## config.mk

```make
export PLATFORM = sky130hd
export DESIGN_NAME = rhht_front
export DESIGN_NICKNAME = d
export VERILOG_FILES = /design/src/rtl/core/rhht_pkg.sv /design/src/rtl/core/rhht_front.sv
export SDC_FILE = /design/constraint.sdc
export NUM_CORES = 2
export LEC_CHECK = 0
export BUFFER_PORTS_ARGS = -buffer_cell sky130_fd_sc_hd__clkbuf_2
export CAP_MARGIN = 40
export CORE_ASPECT_RATIO = 0.5
export CORE_MARGIN = 2
export CORE_UTILIZATION = 23
export CTS_BUF_LIST = sky130_fd_sc_hd__clkbuf_8
export DETAILED_ROUTE_END_ITERATION = 12
export PLACE_DENSITY = 0.45
export SLEW_MARGIN = 5
export SYNTH_ARGS = -nofsm -noshare
export SYNTH_HDL_FRONTEND = slang
export SYNTH_SLANG_ARGS = --single-unit
```

## constraint.sdc

```tcl
create_clock -name clk -period 11.9 [get_ports clk]
set_input_delay 2.38 -clock clk [delete_from_list [all_inputs] [get_ports clk]]
set_output_delay 2.38 -clock clk [all_outputs]
set_load 0.005 [all_outputs]
```

## src/rtl/core/rhht_pkg.sv

```systemverilog
// rhht_pkg: shared types and constants for the robin hood string hash table
// no dependencies
`default_nettype none
package rhht_pkg;
    localparam logic [31:0] MURMUR_M = 32'h5bd1e995;

    // table geometry
    localparam int NUM_BUCKETS = 256;
    localparam int BUCKET_W    = 8;
    localparam int COUNT_W     = 9;

    localparam logic [1:0] REQ_INSERT  = 2'd0;
    localparam logic [1:0] REQ_LOOKUP  = 2'd1;
    localparam logic [1:0] REQ_DELETE  = 2'd2;
    localparam logic [1:0] REQ_IGNORED = 2'd3;

    localparam logic [1:0] ST_OK       = 2'd0;
    localparam logic [1:0] ST_NOTFOUND = 2'd1;
    localparam logic [1:0] ST_FULL     = 2'd2;
    localparam logic [1:0] ST_ZEROVAL  = 2'd3;

    typedef struct packed {
        logic [1:0]  req_type;
        logic [63:0] key_word0;
        logic [63:0] key_word1;
        logic [63:0] key_word2;
        logic [63:0] key_word3;
        logic [4:0]  key_length;
        logic [31:0] entry_value;
    } req_t;

    typedef struct packed {
        logic [1:0]  status;
        logic [31:0] found_value;
        logic [8:0]  bucket_index;
        logic [8:0]  entry_count;
    } rsp_t;

    // classified request handed from front to back
    typedef struct packed {
        logic [1:0]   req_type;
        logic [255:0] key;
        logic [4:0]   key_length;
        logic [31:0]  entry_value;
        logic [31:0]  hash;
    } job_t;
endpackage
`default_nettype wire

```

## src/rtl/core/rhht_front.sv

```systemverilog
// rhht_front: key masking and murmur hashing, one 32-bit multiply per cycle
// depends on rhht_pkg
`default_nettype none
module rhht_front #(
    parameter int KEY_BYTES = 32
) (
    input  wire logic           clk,
    input  wire logic           rst_n,
    input  wire logic           in_valid,
    output logic                in_ready,
    input  wire rhht_pkg::req_t in_data,
    output logic                out_valid,
    input  wire logic           out_ready,
    output rhht_pkg::job_t      out_data
);
    typedef enum logic [2:0] {S_IDLE, S_K1, S_K2, S_H, S_TAIL, S_F1, S_F2, S_DONE} state_t;
    state_t state_reg;
    rhht_pkg::job_t job_reg;
    logic [31:0] h_reg, k_reg;
    logic [4:0]  rem_reg;
    logic [2:0]  widx_reg;

    logic [4:0]   len_sat;
    logic [255:0] raw_key, mask;
    logic [31:0]  word_cur;
    logic [31:0]  tail_x;
    logic [31:0]  prod_h;

    // saturate length and mask bytes past it
    always_comb
    begin
        len_sat = (in_data.key_length > 5'(KEY_BYTES - 1)) ? 5'(KEY_BYTES - 1)
                                                         : in_data.key_length;
        raw_key = {in_data.key_word3, in_data.key_word2, in_data.key_word1,
                   in_data.key_word0};
        for (int b = 0; b < 32; b++)
        begin
            mask[8*b +: 8] = (5'(b) < len_sat) ? 8'hff : 8'h00;
        end
    end

    always_comb
    begin
        word_cur = job_reg.key[32*widx_reg +: 32];
        tail_x = 32'd0;
        if (rem_reg[1:0] == 2'd3)
            tail_x = {8'd0, word_cur[23:0]};
        else if (rem_reg[1:0] == 2'd2)
            tail_x = {16'd0, word_cur[15:0]};
        else if (rem_reg[1:0] == 2'd1)
            tail_x = {24'd0, word_cur[7:0]};
        prod_h = h_reg * rhht_pkg::MURMUR_M;
    end

    assign in_ready  = (state_reg == S_IDLE);
    assign out_valid = (state_reg == S_DONE);
    assign out_data  = job_reg;

    // hash sequencer
    always_ff @(posedge clk or negedge rst_n)
    begin
        if (!rst_n)
        begin
            state_reg <= S_IDLE;
        end
        else
        begin
            case (state_reg)
                S_IDLE:
                begin
                    if (in_valid)
                    begin
                        job_reg.req_type    <= in_data.req_type;
                        job_reg.key         <= raw_key & mask;
                        job_reg.key_length  <= len_sat;
                        job_reg.entry_value <= in_data.entry_value;
                        h_reg    <= {27'd0, len_sat};
                        rem_reg  <= len_sat;
                        widx_reg <= 3'd0;
                        state_reg <= (len_sat >= 5'd4) ? S_K1 : S_TAIL;
                    end
                end
                S_K1:
                begin
                    k_reg <= word_cur * rhht_pkg::MURMUR_M;
                    state_reg <= S_K2;
                end
                S_K2:
                begin
                    k_reg <= (k_reg ^ (k_reg >> 24)) * rhht_pkg::MURMUR_M;
                    state_reg <= S_H;
                end
                S_H:
                begin
                    h_reg    <= prod_h ^ k_reg;
                    rem_reg  <= rem_reg - 5'd4;
                    widx_reg <= widx_reg + 3'd1;
                    state_reg <= (rem_reg >= 5'd8) ? S_K1 : S_TAIL;
                end
                S_TAIL:
                begin
                    if (rem_reg[1:0] != 2'd0)
                        h_reg <= (h_reg ^ tail_x) * rhht_pkg::MURMUR_M;
                    state_reg <= S_F1;
                end
                S_F1:
                begin
                    h_reg <= (h_reg ^ (h_reg >> 13)) * rhht_pkg::MURMUR_M;
                    state_reg <= S_F2;
                end
                S_F2:
                begin
                    job_reg.hash <= h_reg ^ (h_reg >> 15);
                    state_reg <= S_DONE;
                end
                S_DONE:
                begin
                    if (out_ready)
                        state_reg <= S_IDLE;
                end
                default: state_reg <= S_IDLE;
            endcase
        end
    end
endmodule
`default_nettype wire

```

[After elaboration in Yosys (flattened, before gate mapping)]
Index checks and enable logic that the tools add are counted.
Cells by class
  multiply operators: 5
  $lt $le $gt $ge: 35
  shift operators: 1
  bitwise gates (word level): 6
  add/sub/neg operators: 2
  eq/ne operators: 13
  div/mod/pow operators: 0
  reduce and logical (&&, ||, !) cells: 11
  muxes and demuxes: 49
Operators with widths (count)
  8-bit 2-to-1 mux: 33
  256-bit bitwise AND: 1
  256-bit by 9-bit indexed part select with 32-bit output: 1
  32-bit by 31-bit multiplier with 32-bit output (second input constant): 5
  32-bit case mux with 4 select lines: 1
  5-bit < comparator (first input constant): 16
  32-bit 2-to-1 mux: 2
  32-bit case mux with 2 select lines: 1
  32-bit XOR: 2
  4-bit by 5-bit < comparator with 1-bit output (first input constant): 8
  32-bit by 17-bit XOR with 32-bit output: 1
  32-bit by 19-bit XOR with 32-bit output: 1
  32-bit by 8-bit XOR with 32-bit output: 1
  24-bit 2-to-1 mux: 1
  3-bit case mux with 8 select lines: 1
  3-bit by 5-bit < comparator with 1-bit output (first input constant): 4
  16-bit 2-to-1 mux: 1
  3-bit 2-to-1 mux: 5
  3-bit equality test (second input constant): 4
  1-bit by 5-bit < comparator with 1-bit output (first input constant): 2
  2-bit by 5-bit < comparator with 1-bit output (first input constant): 2
  5-bit 2-to-1 mux: 2
  5-bit case mux with 2 select lines: 1
  3-bit by 2-bit equality test with 1-bit output (second input constant): 2
  other kinds (17): 24
Storage, ports and cells
  RAM bits: 0
  word-level logic and storage cells: 132
  memories: 0
  input bits: 299
  flip-flop bits (word level): 402
  memory bits (read-only): 0
  bits in latches: 0
  output and inout bits: 329

[Depth between registers and ports, before layout]
  depth after elaboration: 8
  mapped depth: 35
  gate-level depth less buffers: 31

[Least setup slack after synthesis]
Ideal clock, no wire load.
  path kind: input-to-reg
  from: input rst_n
  to: register rem_reg[0], enable pin
  arrival time: 9517 ps
  setup time: 319 ps
  buffers on the path: 0
  stages: 2
  setup slack: 2065 ps
  data required time: 11581 ps
  cells stage by stage: and3_1 > nor2b_1
On the way
  longest elaborated chain between the ends: 1
RTL lines
  start, declared: line rhht_front.sv:8  | input wire logic rst_n,
  3-bit AND reduction (no source line)
  end signal, assigned: line rhht_front.sv:78  | rem_reg <= len_sat;
  end signal, assigned: line rhht_front.sv:96  | rem_reg <= rem_reg - 5'd4;
  end, declared: line rhht_front.sv:20  | logic [4:0] rem_reg;
Every way passes these cells.
A chain may end at the register's enable or synchronous reset.

[Worst setup path in the final report]
  from: register widx_reg[0]
  to: register h_reg[31], data pin
On the way
  longest elaborated chain between the ends: 8
RTL lines
  start, declared: line rhht_front.sv:21  | logic [2:0] widx_reg;
  start signal, assigned: line rhht_front.sv:97  | widx_reg <= widx_reg + 3'd1;
  256-bit by 9-bit indexed part select with 32-bit output *: line rhht_front.sv:44  | word_cur = job_reg.key[32*widx_reg +: 32];
  8-bit 2-to-1 mux: line rhht_front.sv:50  | else if (rem_reg[1:0] == 2'd1)
  16-bit 2-to-1 mux: line rhht_front.sv:48  | else if (rem_reg[1:0] == 2'd2)
  24-bit 2-to-1 mux *: line rhht_front.sv:46  | if (rem_reg[1:0] == 2'd3)
  32-bit XOR *: line rhht_front.sv:103  | h_reg <= (h_reg ^ tail_x) * rhht_pkg::MURMUR_M;
  32-bit by 31-bit multiplier with 32-bit output *: line rhht_front.sv:103
  32-bit 2-to-1 mux *: line rhht_front.sv:102  | if (rem_reg[1:0] != 2'd0)
  32-bit case mux with 4 select lines *: line rhht_front.sv:68  | case (state_reg)
  end signal, assigned: line rhht_front.sv:77  | h_reg <= {27'd0, len_sat};
  end signal, assigned: line rhht_front.sv:103
  end signal, assigned: line rhht_front.sv:108  | h_reg <= (h_reg ^ (h_reg >> 13)) * rhht_pkg::MURMUR_M;
  end, declared: line rhht_front.sv:19  | logic [31:0] h_reg, k_reg;
Every way passes the cells marked *; elsewhere a longest branch is shown, timed or not. The select of a mux whose other input is x is not followed.

==> metrics.yaml <==
setup_path:
  critical_path_class: "reg -> reg"
  crit_slowest_cell: "mux4_1"
  worst-endpoint-required_ps: 12350
  rrSetupSlack_ps: 1880
  cp.arrival_ps: 10470
  crit_path_max_incr_delay_ps: 640
  worst_path_most_repeated_cell: "fa_1"
  setup.worst_path.end_class: "register"
  cp_max_fo: 51
  start_kind: "register"
cells_and_area:
  final_common_cell: "inv_1"
  areaGrowthSynthToFinish_pct: 15.5
  largest_register_ffs: 319
  nNetsFinal: 8595
  layout_common_cells: "inv_1, ha_1, fa_1"
  nFillCells: 28200
  utilization_pct: 26.8
  drive_gt1_share_pct: 14.6
sta:
  fin_tns_setup_ps: 0
  slew_violations: 0
  grt_setup_unrepaired: "false"
  setup_viol: 0
  clock_skew_ps: 56.0
  fin_crit_sh_pct: 84.2
  fmax_mhz: 99.8
  slew_headroom_pct: 34.2
  hold_viol_final: 0
  tightest_slew_ps: 987
  fin_crit_ps: 10020
die:
  dieArea_sq_um: 270000
  core_area_sq_um: 263000
  die_h_um: 368
  start_util_pct: 23.2
  die_w_um: 732
  rows: 133
  num_io_pins: 628
synthesis:
  synth_ff_type: "edfxtp_1"
  yosys_warnings: 0
  synth_area_leaders: "fa_1, ha_1, edfxtp_1, inv_1, xnor2_1"
  yosysTopAreaCellShare_pct: 29.2
  syn_inst: 5627
  synth_edf_count: 391
  synth_cell_types: 83
  synthArstFlopShare_pct: 0.761
  ys_ff_latch: 394
  synthesis.area_sq_um: 61000
  yosys.area.top_type: "fa_1"
  yosysSeqAreaShare_pct: 19.4
  syn_avg_cell_area_sq_um: 10.8
global_routing:
  grt_pass1_vias: 44600
  grt_use_total_pct: 16.5
  grt_pass1_wl_um: 322000
  grt_overflow: 0
  grt_max_degree: 150
  antenna_found_initial: 28
clocking:
  cts-root-buf: "clkbuf_8"
  cts_made_buffers: 69
  clk_latency_ps: 740
  cts_tree: "yes"
  cts_max_level: 3
  cts.repair.resized: 0
  cts_setup_buffers: 0
  clockBufferDepth: 3
  clock-sinks: 394
  clk_pin_slew_ps: 90
  ctsHoldBuffers: 0
placed_design:
  place.gp.congestion: 0.897
  port_buffers: 611
  hpwl_um: 188000
routing:
  drc: 0
  dr.pass1.iters: 5
  drt_iter0_drc: 2658
  wl_per_cell_um: 22.5
  drt-total-wl_um: 223000
  vias: 42000
  viasPerCell: 4.24
  antenna_left: 0
job:
  maxCapViolCount: 0
run_status:
  outcome: "complete, no violations"
hold_path:
  holdCritPathClass: "reg -> reg"
[logic make-up after synthesis]
family / after synthesis / share of synthesized area, %
buffers and inverters: 1725 / 10.8
DFF: 394 / 19.4
and+or+nand+nor: 600 / 5.29
xor gates and xnor gates: 405 / 5.98
AOI/OAI and AO/OA: 466 / 4.95
muxes: 94 / 2.84
adders and majority gates: 1942 / 50.8
other: 1 / 0.00615
[metal layers]
layer  global-route usage (%)  vias to the layer above  wire length [um]
li1                         -                    19200                 -
met5                        0                        -                74
met1                     23.2                    21600            103000
met2                     26.9                     1054            103000
met4                     2.44                       12              3480
met3                     3.21                      157             13900
[layout make-up]
| cell class | count | area (sq um) | area share [%] |
|---|---|---|---|
| Antenna cell | 8 | 20.0 | 0.0284 |
| Clock buffer | 70 | 963 | 1.37 |
| Clock inverter | 50 | 299 | 0.425 |
| Inverter | 1646 | 6180 | 8.77 |
| Multi-Input combinational cell | 3515 | 42700 | 60.7 |
| Sequential cell | 394 | 11800 | 16.8 |
| Tap cell | 3510 | 4390 | 6.23 |
| Timing Repair Buffer | 729 | 4050 | 5.75 |
[path summary, 6_finish.rpt]
check	from	to	depth (start not counted)
worst max-delay path	widx_reg[0]	h_reg[31]	31
worst min-delay path	state_reg[1]	state_reg[1]	1
worst max register to register	widx_reg[0]	h_reg[31]	31
worst min register to register	state_reg[1]	state_reg[1]	1
max in group asynchronous	rst_n	state_reg[2]	1
min in group asynchronous	rst_n	state_reg[0]	1
[Yosys cell counts (25+ instances only)]
cell,n
nand2_1,91
o21a_1,25
ha_1,1050
clkbuf_1,53
mux4_2,46
edfxtp_1,391
nor2_1,108
and3_1,62
a21oi_1,137
nor2b_1,116
fa_1,891
o21ai_0,92
xor2_1,128
inv_1,1642
a21o_1,62
xnor2_1,267
and2_1,123
[critical path: cells and delay by family (launching register included)]
family	cells	cell delay [ps]
fa+ha+maj	9	3760
compound gates	5	1510
simple gates	6	1360
mux	2	1140
xor+xnor	3	730
buf+inv	6	540
flops	1	400
[per-stage QoR]
step / cells / hold WS [ps] / setup slack (ps) / cell area (sq um)
after floorplan: 5634 / 516 / 2060 / 61000
after global placement: 9775 / 556 / 1850 / 69000
after detailed placement: 9793 / 568 / 1920 / 69200
after CTS: 9913 / 587 / 1910 / 70400
after global routing: 9918 / 607 / 1440 / 70400
final: 9922 / 595 / 1880 / 70400
Power is left out: the tool's default activity adds up to more than one toggle a clock period on the data nets, which glitch-free logic cannot reach.
